<file path="config.mk">
export PLATFORM = sky130hd
export DESIGN_NAME = linked_queue_manager_flat
export DESIGN_NICKNAME = d
export VERILOG_FILES = /design/src/rtl/core/lqm_pkg.sv /design/src/rtl/core/lqm_ifs.sv /design/src/rtl/core/lqm_ram.sv /design/src/rtl/core/lqm_dpath.sv /design/src/rtl/core/lqm_ctrl.sv /design/src/rtl/core/linked_queue_manager.sv /design/src/flat_wrapper.sv
export VERILOG_INCLUDE_DIRS = /design/src /design/src/rtl/core
export SDC_FILE = /design/constraint.sdc
export NUM_CORES = 1
export LEC_CHECK = 0
export BUFFER_PORTS_ARGS = -buffer_cell sky130_fd_sc_hd__buf_2
export CAP_MARGIN = 20
export CELL_PAD_IN_SITES_DETAIL_PLACEMENT = 1
export CELL_PAD_IN_SITES_GLOBAL_PLACEMENT = 2
export CORE_MARGIN = 2
export CORE_UTILIZATION = 40
export CTS_CLUSTER_SIZE = 30
export DETAILED_ROUTE_END_ITERATION = 10
export PLACE_DENSITY_LB_ADDON = 0.05
export SLEW_MARGIN = 20
export SYNTH_ARGS = -nofsm -noshare
export SYNTH_HDL_FRONTEND = slang
export SYNTH_SLANG_ARGS = --single-unit
</file>
<file path="constraint.sdc">
create_clock -name clk -period 4.4 [get_ports clk]
set_input_delay 0.66 -clock clk [delete_from_list [all_inputs] [get_ports clk]]
set_output_delay 0.66 -clock clk [all_outputs]
set_load 0.01 [all_outputs]
</file>
<file path="src/rtl/core/assert_macros.svh">
// ----------------------------------------------------------------------------
// Assertion macros
// Shared concurrent assertion forms, clocked on clk and disabled during rst.
// ----------------------------------------------------------------------------
`ifndef ASSERT_MACROS_SVH
`define ASSERT_MACROS_SVH

// The property must hold at every clock edge outside reset.
`define ASSERT_ALWAYS(label, prop, msg) \
  label: assert property (@(posedge clk) disable iff (rst) (prop)) else $error(msg);

// When cond holds, prop must hold at the next clock edge.
`define ASSERT_NEXT(label, cond, prop, msg) \
  label: assert property (@(posedge clk) disable iff (rst) (cond) |=> (prop)) else $error(msg);

`endif

</file>
<file path="src/rtl/core/lqm_pkg.sv">
// ----------------------------------------------------------------------------
// Linked queue manager package
// Sizes, field types, operation and status codes, and the control structs
// shared by the controller and the datapath.
// ----------------------------------------------------------------------------
package lqm_pkg;

  localparam int NUM_QUEUES  = 8;
  localparam int NUM_ENTRIES = 64;

  localparam int MODE_W   = 2;
  localparam int QUEUE_W  = 3;
  localparam int ENTRY_W  = 6;
  localparam int STATUS_W = 2;

  localparam int LINK_W = $clog2(NUM_ENTRIES + 1);
  localparam int QIDX_W = (NUM_QUEUES > 1) ? $clog2(NUM_QUEUES) : 1;
  localparam int EIDX_W = $clog2(NUM_ENTRIES);

  typedef logic [MODE_W-1:0]   mode_t;
  typedef logic [QUEUE_W-1:0]  queue_t;
  typedef logic [ENTRY_W-1:0]  entry_t;
  typedef logic [STATUS_W-1:0] status_t;
  typedef logic [LINK_W-1:0]   link_t;

  localparam link_t NIL = LINK_W'(NUM_ENTRIES);

  localparam mode_t MODE_APPEND = 2'd0;
  localparam mode_t MODE_POP    = 2'd1;
  localparam mode_t MODE_REMOVE = 2'd2;

  localparam status_t STAT_DONE      = 2'd0;
  localparam status_t STAT_EMPTY     = 2'd1;
  localparam status_t STAT_NOT_FOUND = 2'd2;

  typedef struct packed {
    logic    load_req;
    logic    init_walk;
    logic    rd_en;
    logic    advance;
    logic    upd_a;
    logic    upd_b;
    logic    code_load;
    status_t code;
    logic    out_load;
  } lqm_cmd_t;

  typedef struct packed {
    logic    is_append;
    logic    is_pop;
    logic    reject;
    status_t reject_code;
    logic    hit;
    logic    nx_nil;
    logic    steps_max;
  } lqm_stat_t;

endpackage

</file>
<file path="src/rtl/core/lqm_ifs.sv">
// ----------------------------------------------------------------------------
// Linked queue manager channels
// Valid/ready interfaces for the request and the response channel.
// ----------------------------------------------------------------------------
interface lqm_req_if;
  logic           valid;
  logic           ready;
  lqm_pkg::mode_t  mode;
  lqm_pkg::queue_t queue_id;
  lqm_pkg::entry_t entry_id;

  modport source (output valid, output mode, output queue_id, output entry_id, input ready);
  modport sink (input valid, input mode, input queue_id, input entry_id, output ready);
endinterface

interface lqm_rsp_if;
  logic             valid;
  logic             ready;
  lqm_pkg::entry_t  out_entry;
  lqm_pkg::status_t status;

  modport source (output valid, output out_entry, output status, input ready);
  modport sink (input valid, input out_entry, input status, output ready);
endinterface

</file>
<file path="src/rtl/core/lqm_ram.sv">
// ----------------------------------------------------------------------------
// Generic RAM
// One write port and one read port with registered read data.
// ----------------------------------------------------------------------------
module lqm_ram #(
  parameter int WIDTH = 8,
  parameter int DEPTH = 16
) (
  input  logic                     clk,
  input  logic                     wr_en,
  input  logic [$clog2(DEPTH)-1:0] wr_addr,
  input  logic [WIDTH-1:0]         wr_data,
  input  logic                     rd_en,
  input  logic [$clog2(DEPTH)-1:0] rd_addr,
  output logic [WIDTH-1:0]         rd_data
);

  logic [WIDTH-1:0] mem [DEPTH];

  always_ff @(posedge clk) begin
    if (wr_en) begin
      mem[wr_addr] <= wr_data;
    end
    if (rd_en) begin
      rd_data <= mem[rd_addr];
    end
  end

endmodule

</file>
<file path="src/rtl/core/lqm_dpath.sv">
// ----------------------------------------------------------------------------
// Linked queue manager datapath
// Head and tail registers, the next-link RAM, the walk registers and the
// response registers, driven by commands from the controller.
// ----------------------------------------------------------------------------
module lqm_dpath (
  input  logic               clk,
  input  logic               rst,
  input  lqm_pkg::lqm_cmd_t  cmd,
  output lqm_pkg::lqm_stat_t stat,
  input  lqm_pkg::mode_t     in_mode,
  input  lqm_pkg::queue_t    in_queue,
  input  lqm_pkg::entry_t    in_entry,
  output lqm_pkg::entry_t    out_entry,
  output lqm_pkg::status_t   out_status
);

  lqm_pkg::mode_t   req_mode;
  lqm_pkg::queue_t  req_queue;
  lqm_pkg::entry_t  req_entry;
  lqm_pkg::link_t   head [lqm_pkg::NUM_QUEUES];
  lqm_pkg::link_t   tail [lqm_pkg::NUM_QUEUES];
  lqm_pkg::link_t   cur;
  lqm_pkg::link_t   prev;
  lqm_pkg::link_t   steps;
  lqm_pkg::status_t res_code;

  logic [lqm_pkg::QIDX_W-1:0] q_idx;
  lqm_pkg::link_t             e_link;
  lqm_pkg::link_t             head_q;
  lqm_pkg::link_t             tail_q;
  lqm_pkg::link_t             rd_data;
  logic                       q_bad;
  logic                       e_bad;
  logic                       is_append;
  logic                       is_pop;
  logic                       is_remove;
  logic                       head_we;
  lqm_pkg::link_t             head_wd;
  logic                       tail_we;
  lqm_pkg::link_t             tail_wd;
  logic                       wr_en;
  logic [lqm_pkg::EIDX_W-1:0] wr_addr;
  lqm_pkg::link_t             wr_data;

  assign q_idx     = lqm_pkg::QIDX_W'(req_queue);
  assign e_link    = lqm_pkg::LINK_W'(req_entry);
  assign head_q    = head[q_idx];
  assign tail_q    = tail[q_idx];
  assign q_bad     = 32'(req_queue) >= lqm_pkg::NUM_QUEUES;
  assign e_bad     = 32'(req_entry) >= lqm_pkg::NUM_ENTRIES;
  assign is_append = req_mode == lqm_pkg::MODE_APPEND;
  assign is_pop    = req_mode == lqm_pkg::MODE_POP;
  assign is_remove = req_mode == lqm_pkg::MODE_REMOVE;

  always_comb begin
    stat.is_append   = is_append;
    stat.is_pop      = is_pop;
    stat.reject      = 1'b1;
    stat.reject_code = lqm_pkg::STAT_DONE;
    if (is_append) begin
      stat.reject      = q_bad || e_bad;
      stat.reject_code = lqm_pkg::STAT_NOT_FOUND;
    end else if (is_pop) begin
      stat.reject      = q_bad || (head_q == lqm_pkg::NIL);
      stat.reject_code = lqm_pkg::STAT_EMPTY;
    end else if (is_remove) begin
      stat.reject      = q_bad || e_bad || (head_q == lqm_pkg::NIL);
      stat.reject_code = lqm_pkg::STAT_NOT_FOUND;
    end
    stat.hit       = is_pop || (cur == e_link);
    stat.nx_nil    = rd_data == lqm_pkg::NIL;
    stat.steps_max = steps >= lqm_pkg::LINK_W'(lqm_pkg::NUM_ENTRIES);
  end

  always_comb begin
    head_we = 1'b0;
    head_wd = rd_data;
    tail_we = 1'b0;
    tail_wd = lqm_pkg::NIL;
    wr_en   = 1'b0;
    wr_addr = tail_q[lqm_pkg::EIDX_W-1:0];
    wr_data = e_link;
    if (cmd.upd_a) begin
      if (is_append) begin
        wr_en   = tail_q != lqm_pkg::NIL;
        head_we = tail_q == lqm_pkg::NIL;
        head_wd = e_link;
        tail_we = 1'b1;
        tail_wd = e_link;
      end else if (is_pop) begin
        head_we = 1'b1;
        tail_we = rd_data == lqm_pkg::NIL;
      end else begin
        head_we = prev == lqm_pkg::NIL;
        wr_en   = prev != lqm_pkg::NIL;
        wr_addr = prev[lqm_pkg::EIDX_W-1:0];
        wr_data = rd_data;
        tail_we = cur == tail_q;
        tail_wd = prev;
      end
    end else if (cmd.upd_b) begin
      wr_en   = 1'b1;
      wr_addr = is_append ? req_entry[lqm_pkg::EIDX_W-1:0] : cur[lqm_pkg::EIDX_W-1:0];
      wr_data = lqm_pkg::NIL;
    end
  end

  lqm_ram #(
    .WIDTH (lqm_pkg::LINK_W),
    .DEPTH (lqm_pkg::NUM_ENTRIES)
  ) u_next_ram (
    .clk     (clk),
    .wr_en   (wr_en),
    .wr_addr (wr_addr),
    .wr_data (wr_data),
    .rd_en   (cmd.rd_en),
    .rd_addr (cur[lqm_pkg::EIDX_W-1:0]),
    .rd_data (rd_data)
  );

  always_ff @(posedge clk) begin
    if (rst) begin
      for (int i = 0; i < lqm_pkg::NUM_QUEUES; i++) begin
        head[i] <= lqm_pkg::NIL;
        tail[i] <= lqm_pkg::NIL;
      end
      steps <= '0;
    end else begin
      if (head_we) begin
        head[q_idx] <= head_wd;
      end
      if (tail_we) begin
        tail[q_idx] <= tail_wd;
      end
      if (cmd.init_walk) begin
        steps <= '0;
      end else if (cmd.advance) begin
        steps <= steps + 1'b1;
      end
    end
  end

  always_ff @(posedge clk) begin
    if (cmd.load_req) begin
      req_mode  <= in_mode;
      req_queue <= in_queue;
      req_entry <= in_entry;
    end
    if (cmd.init_walk) begin
      cur  <= head_q;
      prev <= lqm_pkg::NIL;
    end else if (cmd.advance) begin
      cur  <= rd_data;
      prev <= cur;
    end
    if (cmd.code_load) begin
      res_code <= cmd.code;
    end
    if (cmd.out_load) begin
      out_status <= res_code;
      out_entry  <= (is_pop && res_code == lqm_pkg::STAT_DONE) ?
                    lqm_pkg::ENTRY_W'(cur) : '0;
    end
  end

endmodule

</file>
<file path="src/rtl/core/lqm_ctrl.sv">
// ----------------------------------------------------------------------------
// Linked queue manager controller
// Sequences one request at a time through decode, list walk, link updates
// and response, and owns the handshake flags of both channels.
// ----------------------------------------------------------------------------
`include "assert_macros.svh"

module lqm_ctrl (
  input  logic               clk,
  input  logic               rst,
  input  logic               req_valid,
  output logic               req_ready,
  output logic               rsp_valid,
  input  logic               rsp_ready,
  input  lqm_pkg::lqm_stat_t stat,
  output lqm_pkg::lqm_cmd_t  cmd
);

  typedef enum logic [6:0] {
    S_IDLE    = 7'b0000001,
    S_DECIDE  = 7'b0000010,
    S_READ    = 7'b0000100,
    S_CHECK   = 7'b0001000,
    S_UPD_A   = 7'b0010000,
    S_UPD_B   = 7'b0100000,
    S_RESPOND = 7'b1000000
  } state_t;

  state_t state;
  state_t state_next;

  assign req_ready = state == S_IDLE;

  always_comb begin
    state_next = state;
    cmd        = '0;
    cmd.code   = lqm_pkg::STAT_DONE;
    case (state)
      S_IDLE: begin
        if (req_valid) begin
          cmd.load_req = 1'b1;
          state_next   = S_DECIDE;
        end
      end
      S_DECIDE: begin
        cmd.init_walk = 1'b1;
        if (stat.reject) begin
          cmd.code_load = 1'b1;
          cmd.code      = stat.reject_code;
          state_next    = S_RESPOND;
        end else if (stat.is_append) begin
          state_next = S_UPD_A;
        end else begin
          state_next = S_READ;
        end
      end
      S_READ: begin
        cmd.rd_en  = 1'b1;
        state_next = S_CHECK;
      end
      S_CHECK: begin
        if (stat.hit) begin
          state_next = S_UPD_A;
        end else if (stat.nx_nil || stat.steps_max) begin
          cmd.code_load = 1'b1;
          cmd.code      = lqm_pkg::STAT_NOT_FOUND;
          state_next    = S_RESPOND;
        end else begin
          cmd.advance = 1'b1;
          state_next  = S_READ;
        end
      end
      S_UPD_A: begin
        cmd.upd_a  = 1'b1;
        state_next = S_UPD_B;
      end
      S_UPD_B: begin
        cmd.upd_b     = 1'b1;
        cmd.code_load = 1'b1;
        cmd.code      = lqm_pkg::STAT_DONE;
        state_next    = S_RESPOND;
      end
      S_RESPOND: begin
        if (!rsp_valid || rsp_ready) begin
          cmd.out_load = 1'b1;
          state_next   = S_IDLE;
        end
      end
      default: begin
        state_next = S_IDLE;
      end
    endcase
  end

  always_ff @(posedge clk) begin
    if (rst) begin
      state     <= S_IDLE;
      rsp_valid <= 1'b0;
    end else begin
      state <= state_next;
      if (cmd.out_load) begin
        rsp_valid <= 1'b1;
      end else if (rsp_ready) begin
        rsp_valid <= 1'b0;
      end
    end
  end

  `ASSERT_NEXT(a_accept_decide, req_valid && req_ready, state == S_DECIDE, "Accepted request did not reach decode.")
  `ASSERT_NEXT(a_load_valid, cmd.out_load, rsp_valid, "Loaded response is not presented.")
  `ASSERT_ALWAYS(a_check_after_read, (state == S_CHECK) |-> ($past(state) == S_READ), "Link check without a preceding read.")

endmodule

</file>
<file path="src/rtl/core/linked_queue_manager.sv">
// ----------------------------------------------------------------------------
// Linked queue manager
// Several FIFO queues threaded through one table of entries by next links.
// ----------------------------------------------------------------------------
// Requests arrive on req (mode, queue_id, entry_id) and each gives exactly one
// response transaction on rsp (out_entry, status). Both channels use valid and
// ready; a transaction completes when both are high at a rising clock edge.
// One request is processed at a time. A rejected or unused request goes from
// decode straight to the response, an append updates the links directly, a
// pop reads the next link of the head first, and a remove walks the list
// from the head past at most NUM_ENTRIES entries. Each walk step is one read
// of the next-link RAM, whose single read port has registered data. The
// response is presented in an output register in the same cycle that the
// block is ready again, so a new request is taken while an earlier response
// still waits. If the receiver stalls, the block finishes its next request
// and then holds it until rsp is free.
// Synchronous reset empties all queues; the next-link table needs no clearing.
// ----------------------------------------------------------------------------
module linked_queue_manager (
  input logic      clk,
  input logic      rst,
  lqm_req_if.sink  req,
  lqm_rsp_if.source rsp
);

  lqm_pkg::lqm_cmd_t  cmd;
  lqm_pkg::lqm_stat_t stat;

  lqm_ctrl u_ctrl (
    .clk       (clk),
    .rst       (rst),
    .req_valid (req.valid),
    .req_ready (req.ready),
    .rsp_valid (rsp.valid),
    .rsp_ready (rsp.ready),
    .stat      (stat),
    .cmd       (cmd)
  );

  lqm_dpath u_dpath (
    .clk        (clk),
    .rst        (rst),
    .cmd        (cmd),
    .stat       (stat),
    .in_mode    (req.mode),
    .in_queue   (req.queue_id),
    .in_entry   (req.entry_id),
    .out_entry  (rsp.out_entry),
    .out_status (rsp.status)
  );

endmodule

</file>
<file path="src/flat_wrapper.sv">
// flat-port wrapper written by rule: the top's interface ports become plain ports
module linked_queue_manager_flat 
  (clk, rst, req_valid, req_mode, req_queue_id, req_entry_id, req_ready, rsp_valid, rsp_out_entry, rsp_status, rsp_ready);
  lqm_req_if req_i ();
  lqm_rsp_if rsp_i ();
  input logic clk;
  input logic rst;
  input wire logic [$bits(req_i.valid)-1:0] req_valid;
  input wire logic [$bits(req_i.mode)-1:0] req_mode;
  input wire logic [$bits(req_i.queue_id)-1:0] req_queue_id;
  input wire logic [$bits(req_i.entry_id)-1:0] req_entry_id;
  output wire logic [$bits(req_i.ready)-1:0] req_ready;
  output wire logic [$bits(rsp_i.valid)-1:0] rsp_valid;
  output wire logic [$bits(rsp_i.out_entry)-1:0] rsp_out_entry;
  output wire logic [$bits(rsp_i.status)-1:0] rsp_status;
  input wire logic [$bits(rsp_i.ready)-1:0] rsp_ready;
  assign req_i.valid = req_valid;
  assign req_i.mode = req_mode;
  assign req_i.queue_id = req_queue_id;
  assign req_i.entry_id = req_entry_id;
  assign req_ready = req_i.ready;
  assign rsp_valid = rsp_i.valid;
  assign rsp_out_entry = rsp_i.out_entry;
  assign rsp_status = rsp_i.status;
  assign rsp_i.ready = rsp_ready;
  linked_queue_manager u_core (.clk(clk), .rst(rst), .req(req_i), .rsp(rsp_i));
endmodule
</file>
==> summary.md, run 1 <==
| Metric | Value |
|---|---|
| Run status | `complete, no violations` |
| RSZ-0062 raised after global routing | `false` |
| Worst Path Required | `4.63 ns` |
| Max Freq | `262 MHz` |
| Cts hold-fix bufs | `0` |
| Final Cycle Share | `86.7%` |
| Compound-cell area share of the yosys netlist | `2.86%` |
| Final setup skew | `0.0279 ns` |
| Post-synth EDFFs | `595` |
| Final core occ | `46.3%` |
| GP Congestion | `0.801` |
| Static Leak | `9.02 nW` |
| Max clock buf depth | `3` |
| CTS clk-pin slew, worst paths | `0.06 ns` |
| Syn nets | `1436` |
| DRC Markers | `0` |
| Largest family of logic cells by synthesized area | `multiplexers` |
| Tmin final | `3.82 ns` |
| Final WS setup | `0.585 ns` |
| Worst Setup End Kind | `register` |
| Synthesized area | `0.0255 mm^2` |
| Critical-path maximum fanout | `8` |
| DP Area | `0.0270 mm^2` |
| Nets | `1524` |
| Final WL | `69.5 mm` |
| Synth top area cells | `edfxtp_1 70%, mux4_2 14%, nor2_1 2.9%` |
| Clk Latency, worst-skew pair | `0.63 ns` |
| Overflow after GRT | `0` |
| Ys flop type | `edfxtp_1` |
| Initial core utilization | `40.5%` |
| # Max-Cap Violations | `0` |
| Hold depth | `1` |
| Fin. Hold Viols | `0` |
| Area grow syn2layout | `14.3%` |
| Peak VDD IR | `305 uV` |
| Synth warn | `0` |
| Post-Synth Simple-Gate Area | `7.16%` |
| Seq/Total Area, Yosys | `71.9%` |
| Vias in the first global route | `14400` |
| Place WS | `0.607 ns` |
| H-tree Lvls | `3` |
| Crit Path Class | `register to register` |
| Top cell type's share of synthesized area | `70.0%` |
| Vias | `13400` |
| Post-DRT Antenna Nets | `0` |
| Die Y | `257 um` |
| Floorplan row count | `92` |
| First-pass iteration count of the detailed router | `5` |
| Post-synthesis xor/xnor area fraction | `0.617%` |
| Largest net degree at the start of global routing | `65` |
| CTS buffer count | `70` |
| Die Width | `257 um` |
| Mux contribution to synthesized area | `16.1%` |
| DR WL/cell | `28.9 um` |
| Syn_area_per_cell | `18.0 um^2` |
| Synth area leader | `edfxtp_1` |
| I/O Pins | `25` |
| Slew @ Worst Pin | `0.953 ns` |
| Setup TNS | `0 ns` |
| Pwr/cell area | `441 mW/mm^2` |
| Share of layout cells above drive strength 1 | `25.0%` |
| Fin. max-slew vios | `0` |
| Synth Instances | `1420` |
| Clock tree root driver cell | `clkbuf_16` |
| Cell area after layout | `0.0292 mm^2` |
| CTS tree | `yes` |
| CP Launch Type | `register` |
| R2R depth | `8` |
| First-pass GRT wire length | `102 mm` |
| Hpwl dp | `46.5 mm` |
| Final Setup Violations | `0` |
| Final Power | `0.0129 W` |
| Synthesized flop and latch total | `620` |
| Initial antenna violation count | `2` |
| Slew HR | `36.4%` |
| Post-CTS Setup Inserts | `0` |
| Core box area | `0.0631 mm^2` |
| CP arrival | `4.05 ns` |
| Avg Vias per Cell | `5.56` |
| Count of different cell masters after synthesis | `67` |
| # resized after CTS | `0` |
| Adder-cell share of the synthesized area | `0.0490%` |
| Die area | `0.0659 mm^2` |
| Min-Delay Path Class | `input port to register` |
| Clock sink total | `620` |
| Async SR Flop Fraction | `0%` |
| Total global-route track usage | `21.6%` |
| Drt initial violations | `1026` |
| PortBufs | `24` |
==> flip-flops by register name (all words and copies together) (netlist names), 6 cells and up, named ones only <==
signal,flops
u_core.u_dpath.u_next_ram.mem,448
u_core.u_dpath.head,56
u_core.u_dpath.tail,56
u_core.u_ctrl.state,7
u_core.u_dpath.cur,7
u_core.u_dpath.prev,7
u_core.u_dpath.steps,7
u_core.u_dpath.u_next_ram.rd_data,7
u_core.u_dpath.out_entry,6
u_core.u_dpath.req_entry,6
==> worst max-delay path: stages (launching register included) <==
cell and delay, ns:
dfxtp_1 0.38, nor3_2 0.56, nand2_1 0.24, a21oi_1 0.44, o22a_1 0.25, and2_1 0.22, or4b_1 0.54, buf_4 0.23
nor2_1 0.57
==> cells in the mapped netlist (3+ instances only) <==
| master | number |
|---|---|
| a22o_1 | 7 |
| inv_1 | 8 |
| or2_2 | 4 |
| dfxtp_1 | 25 |
| o22ai_1 | 6 |
| nor3_1 | 7 |
| and2_1 | 9 |
| mux4_2 | 161 |
| clkbuf_1 | 46 |
| mux2_2 | 15 |
| nand2_1 | 75 |
| o21ai_0 | 14 |
| nand3_2 | 4 |
| xnor2_1 | 4 |
| a211oi_1 | 3 |
| a32o_1 | 4 |
| nor4_1 | 5 |
| and3_1 | 4 |
| nand4_1 | 17 |
| nand3_1 | 8 |
| nand4b_1 | 3 |
| edfxtp_1 | 595 |
| buf_2 | 10 |
| nand2b_1 | 28 |
| o32ai_1 | 3 |
| nor2_1 | 198 |
| o221a_2 | 3 |
| xor2_1 | 14 |
| nor3b_1 | 3 |
| a221oi_1 | 4 |
| a211o_1 | 4 |
| a21boi_0 | 3 |
| mux2i_1 | 31 |
| a21oi_1 | 17 |
| buf_1 | 15 |
| o21bai_1 | 9 |
| nor2b_1 | 13 |
==> metal layers <==
| layer | track usage [%] | wire, um |
|---|---|---|
| met1 | 30.3 | 30900 |
| met2 | 35.3 | 34000 |
| met3 | 3.73 | 3250 |
| met4 | 5.09 | 1430 |
| met5 | 0 | 8 |
==> stage by stage <==
step	hold WS, ns	std cells
4_1_cts	0.203	2407
2_1_floorplan	0.428	1420
5_1_grt	0.207	2407
3_3_place_gp	0.464	2282
6_report	0.233	2408
3_5_place_dp	0.480	2282
==> power by group <==
group / switching [W] / internal [W]
sequential: 0.0000707 / 0.00654
clock: 0.00237 / 0.00318
combinational: 0.000470 / 0.000243
==> cells by family after synthesis <==
logic type	count (synthesis)
muxes	208
DFF	620
buffers and inverters	81
adders and majority gates	1
xor gates and xnor gates	18
and+or+nand+nor	393
AOI/OAI and AO/OA	99
==> placed cells by master, fill, tap and decap left out, types with 15 or more instances in the layout <==
cell type,netlist,routed
dfxtp_1,25,23
clkinv_2,0,16
mux4_2,161,161
clkbuf_16,0,70
nand4_1,17,17
buf_4,0,59
nor2_1,198,198
nand2_1,75,74
nand2b_1,28,28
mux2_2,15,15
a21oi_1,17,17
edfxtp_1,595,595
mux2i_1,31,31
buf_2,10,24
==> final timing paths <==
kind	from	to	slack, ns
setup / recovery	u_core.u_ctrl.state[1]	u_core.u_dpath.u_next_ram.mem[27][3]	0.58
hold / removal	req_entry_id[4]	u_core.u_dpath.req_entry[4]	0.23
setup reg to reg	u_core.u_ctrl.state[1]	u_core.u_dpath.u_next_ram.mem[27][3]	0.58
hold reg to reg	u_core.u_dpath.steps[1]	u_core.u_dpath.steps[1]	0.49
==> layout make-up <==
class	count	area [um^2]
clock inverter	41	372
antenna	1	2.50
tap	846	1060
fill	6024	33900
multi-input combinational	719	6880
timing repair buffer	88	663
sequential	620	18400
clock buffer	84	1800
inverter	9	33.8
No activity file was read; power rests on OpenSTA's default activity.
==> run 2: changes to the inputs <==
==> constraint.sdc (replaced) <==
create_clock -name clk -period 4.8 [get_ports clk]
set_input_delay 0.72 -clock clk [delete_from_list [all_inputs] [get_ports clk]]
set_output_delay 0.72 -clock clk [all_outputs]
set_load 0.01 [all_outputs]
==> summary.md, run 2 (same netlist as run 1, synthesis figures left out) <==
| Metric | Value |
|---|---|
| Post-DRT Antenna Nets | `0` |
| Final WS setup | `0.795 ns` |
| CTS buffer count | `69` |
| I/O Pins | `25` |
| Core box area | `0.0631 mm^2` |
| Run status | `complete, no violations` |
| Final setup skew | `0.0218 ns` |
| Final WL | `71.2 mm` |
| DR WL/cell | `29.9 um` |
| PortBufs | `24` |
| Share of layout cells above drive strength 1 | `23.7%` |
| Post-CTS Setup Inserts | `0` |
| Slew @ Worst Pin | `1.16 ns` |
| Clock sink total | `620` |
| Die area | `0.0659 mm^2` |
| Slew HR | `22.9%` |
| Cts hold-fix bufs | `0` |
| Reg2Reg Setup Slack | `0.80 ns` |
| Vias in the first global route | `14400` |
| Fin. max-slew vios | `0` |
| Max clock buf depth | `3` |
| Commonest non-fill, non-tap cell in the layout | `edfxtp_1` |
| Crit-path cells | `nor3_2 > nand2_1 > a21oi_1 > o22a_1 > and2_1 > or4b_1 > nor2_1` |
| Slowest CP cell | `or4b_1` |
| GP Congestion | `0.824` |
| Total global-route track usage | `22.0%` |
| Place WS | `0.787 ns` |
| Avg Vias per Cell | `5.67` |
| Max Freq | `250 MHz` |
| DRC Markers | `0` |
| Crit Path Class | `register to register` |
| Hpwl dp | `46.7 mm` |
| CP arrival | `4.24 ns` |
| Worst Setup End Kind | `register` |
| Die Width | `257 um` |
| WP buf/inv | `0` |
| Initial core utilization | `40.5%` |
| Floorplan row count | `92` |
| Initial antenna violation count | `3` |
| Critical-path maximum fanout | `8` |
| Min-Delay Path Class | `input port to register` |
| Final Setup Violations | `0` |
| Vias | `13500` |
| Die Y | `257 um` |
| Top reg by flops | `u_core.u_dpath.u_next_ram.mem` |
| CP Launch Type | `register` |
| CP max stage delay | `0.86 ns` |
| Largest net degree at the start of global routing | `117` |
| Delay-heaviest family, CP | `simple AND/OR/NAND/NOR gates` |
| Fin. Hold Viols | `0` |
| Drt initial violations | `1122` |
| Static Leak | `8.90 nW` |
| # resized after CTS | `0` |
| Commonest cells after routing, fill and taps aside | `595 x edfxtp_1, 198 x nor2_1, 161 x mux4_2` |
| Final Power | `0.0118 W` |
| RSZ-0062 raised after global routing | `false` |
| Tmin final | `4.00 ns` |
| Nets | `1503` |
| Number of flip-flops in the largest register | `448` |
| Worst Path Required | `5.04 ns` |
| First-pass GRT wire length | `104 mm` |
| CTS tree | `yes` |
| Final core occ | `45.9%` |
| Overflow after GRT | `0` |
| Clk Latency, worst-skew pair | `0.61 ns` |
| Setup TNS | `0 ns` |
| Final Cycle Share | `83.4%` |
| Pwr/cell area | `407 mW/mm^2` |
| # Max-Cap Violations | `0` |
| Area grow syn2layout | `13.4%` |
| Regs by FF count | `u_core.u_dpath.u_next_ram.mem x448, u_core.u_dpath.head x56, u_core.u_dpath.tail x56` |
| H-tree Lvls | `3` |
| Peak VDD IR | `292 uV` |
| Clock tree root driver cell | `clkbuf_16` |
| CTS clk-pin slew, worst paths | `0.06 ns` |
| First-pass iteration count of the detailed router | `5` |
run 2: cell count changes in the layout (fill, tap and decap cells not counted), moves of 3 or more:
cell / change
clkinv_2: -7
buf_4: -18
clkinv_1: -3
clkbuf_1: +4
run 2: layout make-up:
cell class	count	area (um^2)
multi-input combinational	719	6890
inverter	9	33.8
tap	846	1060
clock buffer	89	1840
fill	6013	34100
timing repair buffer	68	488
antenna	3	7.51
clock inverter	29	274
sequential	620	18400
run 2: worst paths after layout:
check                                                       endpoint                  startpoint  cells past startpoint
worst min register to register          u_core.u_dpath.out_status[1]  u_core.u_dpath.res_code[1]                      0
worst max register to register  u_core.u_dpath.u_next_ram.mem[27][2]      u_core.u_ctrl.state[1]                      7
worst max-delay path            u_core.u_dpath.u_next_ram.mem[27][2]      u_core.u_ctrl.state[1]                      7
worst min-delay path                     u_core.u_dpath.req_entry[3]             req_entry_id[3]                      1
run 2: layer usage:
layer  vias to the layer above  share of wire (%)  routed length [um]  global-route usage, %
met1                      7228                 44               31600                   30.4
met4                         4                3.0                2170                   7.07
met5                         -              0.038                  27                      0
met3                       124                4.0                2860                   3.85
li1                       5822                  -                   -                      -
met2                       341                 48               34500                   35.6
run 2: through the flow:
step | cells | cell area [um^2] | hold WS (ns)
finish | 2383 | 29000 | 0.292
global route | 2380 | 29000 | 0.276
CTS | 2380 | 28900 | 0.259
detailed placement | 2262 | 26800 | 0.443
global placement | 2262 | 26800 | 0.438
floorplan | 1420 | 25500 | 0.428
run 2: power breakdown:
group / switching [W] / internal (W)
registers: 0.0000681 / 0.00599
logic: 0.000431 / 0.000218
clock network: 0.00214 / 0.00293
total: 0.00264 / 0.00914
==> run 3: changes to the inputs <==
==> constraint.sdc (replaced) <==
create_clock -name clk -period 3.46 [get_ports clk]
set_input_delay 0.519 -clock clk [delete_from_list [all_inputs] [get_ports clk]]
set_output_delay 0.519 -clock clk [all_outputs]
set_load 0.01 [all_outputs]
==> summary.md, run 3 (same netlist as run 1, synthesis figures left out) <==
| Metric | Value |
|---|---|
| Run status | `complete, no violations` |
| Cts hold-fix bufs | `0` |
| DRC Markers | `0` |
| Vias in the first global route | `14800` |
| R2R depth | `10` |
| I/O Pins | `25` |
| Static Leak | `9.49 nW` |
| CP Launch Type | `register` |
| Hold EP | `u_core.u_dpath.req_entry[1]` |
| Crit-path most repeated cell | `buf_4` |
| Nets | `1612` |
| Regs by FF count | `u_core.u_dpath.u_next_ram.mem x448, u_core.u_dpath.head x56, u_core.u_dpath.tail x56` |
| Final WL | `71.1 mm` |
| Slew @ Worst Pin | `0.815 ns` |
| Worst Setup End Kind | `register` |
| Worst Path Required | `3.78 ns` |
| Slowest CP cell | `nor4_1` |
| PortBufs | `24` |
| Largest net degree at the start of global routing | `65` |
| Top reg by flops | `u_core.u_dpath.u_next_ram.mem` |
| Final setup skew | `0.0232 ns` |
| CTS clk-pin slew, worst paths | `0.07 ns` |
| Share of layout cells above drive strength 1 | `30.4%` |
| Critical-path maximum fanout | `14` |
| Number of flip-flops in the largest register | `448` |
| Fin. Hold Viols | `0` |
| Core box area | `0.0631 mm^2` |
| Post-DRT Antenna Nets | `0` |
| Clock sink total | `620` |
| Floorplan row count | `92` |
| Die area | `0.0659 mm^2` |
| Clock tree root driver cell | `clkbuf_16` |
| First-pass GRT wire length | `104 mm` |
| Pwr/cell area | `553 mW/mm^2` |
| Slew HR | `45.6%` |
| Crit Path Class | `register to register` |
| Fillers | `6012` |
| Final Cycle Share | `95.4%` |
| Vias | `13700` |
| Cell area after layout | `0.0300 mm^2` |
| Die Width | `257 um` |
| Setup TNS | `0 ns` |
| Max Freq | `303 MHz` |
| Commonest cells after routing, fill and taps aside | `595 x edfxtp_1, 176 x nor2_1, 161 x mux4_2` |
| Delay-heaviest family, CP | `simple AND/OR/NAND/NOR gates` |
| Commonest non-fill, non-tap cell in the layout | `edfxtp_1` |
| Clk Latency, worst-skew pair | `0.62 ns` |
| Multi-input logic area | `0.00694 mm^2` |
| DR WL/cell | `28.5 um` |
| CTS tree | `yes` |
| Peak VDD IR | `410 uV` |
| First-pass iteration count of the detailed router | `5` |
| Total global-route track usage | `22.0%` |
| Reg2Reg Setup Slack | `0.16 ns` |
| RR Endpoint | `u_core.u_dpath.res_code[0]` |
| H-tree Lvls | `3` |
| Max clock buf depth | `3` |
| Initial antenna violation count | `3` |
| WP buf/inv | `3` |
| Avg Vias per Cell | `5.48` |
| Fin. max-slew vios | `0` |
| Crit-path cells | `buf_4 > buf_4 > mux2i_1 > o22ai_1 > nor2_1 > o21ai_0 > nor4_1 > buf_4 > a311oi_1 > nand2_1` |
| # resized after CTS | `8` |
| # Max-Cap Violations | `0` |
| Final Setup Violations | `0` |
| Register Area | `0.0184 mm^2` |
| Area grow syn2layout | `17.4%` |
| GP Congestion | `0.813` |
| Overflow after GRT | `0` |
| CP max stage delay | `0.61 ns` |
| Die Y | `257 um` |
| Antenna diodes | `0` |
| RSZ-0062 raised after global routing | `true` |
| CTS buffer count | `71` |
| Drt initial violations | `1046` |
| Tmin final | `3.30 ns` |
| Hpwl dp | `49.2 mm` |
| Hold depth | `1` |
| Post-CTS Setup Inserts | `0` |
| Min-Delay Startpoint | `req_entry_id[1]` |
| DP Area | `0.0277 mm^2` |
| CP arrival | `3.62 ns` |
| Min-Delay Path Class | `input port to register` |
| Initial core utilization | `40.5%` |
==> run 3: per-layer routing <==
layer	vias up	track usage (%)	routed length, um
li1	6021	-	-
met1	7262	29.0	30700
met2	269	37.4	35600
met3	106	4.05	2920
met4	2	6.15	1860
met5	-	0	12
==> run 3: layout make-up <==
| class | count | area share [%] |
|---|---|---|
| clock inverter | 34 | 1.11 |
| sequential | 620 | 61.3 |
| tap | 846 | 3.53 |
| clock buffer | 89 | 6.22 |
| timing repair buffer | 175 | 4.60 |
| multi-input combinational | 719 | 23.2 |
| inverter | 9 | 0.113 |
==> run 3: worst max path at each step <==
stage | from | cells past startpoint | slack [ns] | to
3_5_place_dp | register | 8 | -0.46 | u_core.u_dpath.u_next_ram.mem[31][6]
5_1_grt | register | 8 | -0.02 | u_core.u_dpath.u_next_ram.mem[17][6]
4_1_cts | register | 8 | -0.06 | u_core.u_dpath.u_next_ram.mem[15][3]
3_3_place_gp | register | 8 | -0.40 | u_core.u_dpath.u_next_ram.mem[31][1]
6_report | register | 10 | 0.16 | u_core.u_dpath.res_code[0]
2_1_floorplan | register | 9 | 0.37 | u_core.u_dpath.head[4][0]
==> run 3: through the flow <==
step | util, % | hold slack (ns) | setup WS (ns) | total power [W] | cells
after floorplan | - | 0.428 | 0.374 | 0.00909 | 1420
after global placement | 43.9 | 0.453 | -0.405 | 0.00954 | 2367
after detailed placement | 43.9 | 0.457 | -0.461 | 0.00955 | 2369
after CTS | 47.4 | 0.0491 | -0.0639 | 0.0168 | 2492
after global routing | 47.5 | 0.0549 | -0.0209 | 0.0171 | 2492
final | 47.5 | 0.0804 | 0.159 | 0.0166 | 2492
==> run 3: where the power goes <==
part	switching, W	total, W	internal (W)	leakage [nW]
clock network	0.00305	0.00720	0.00415	1.08
registers	0.0000693	0.00838	0.00831	5.53
logic	0.000646	0.00101	0.000368	2.89
total	0.00377	0.0166	0.0128	9.49
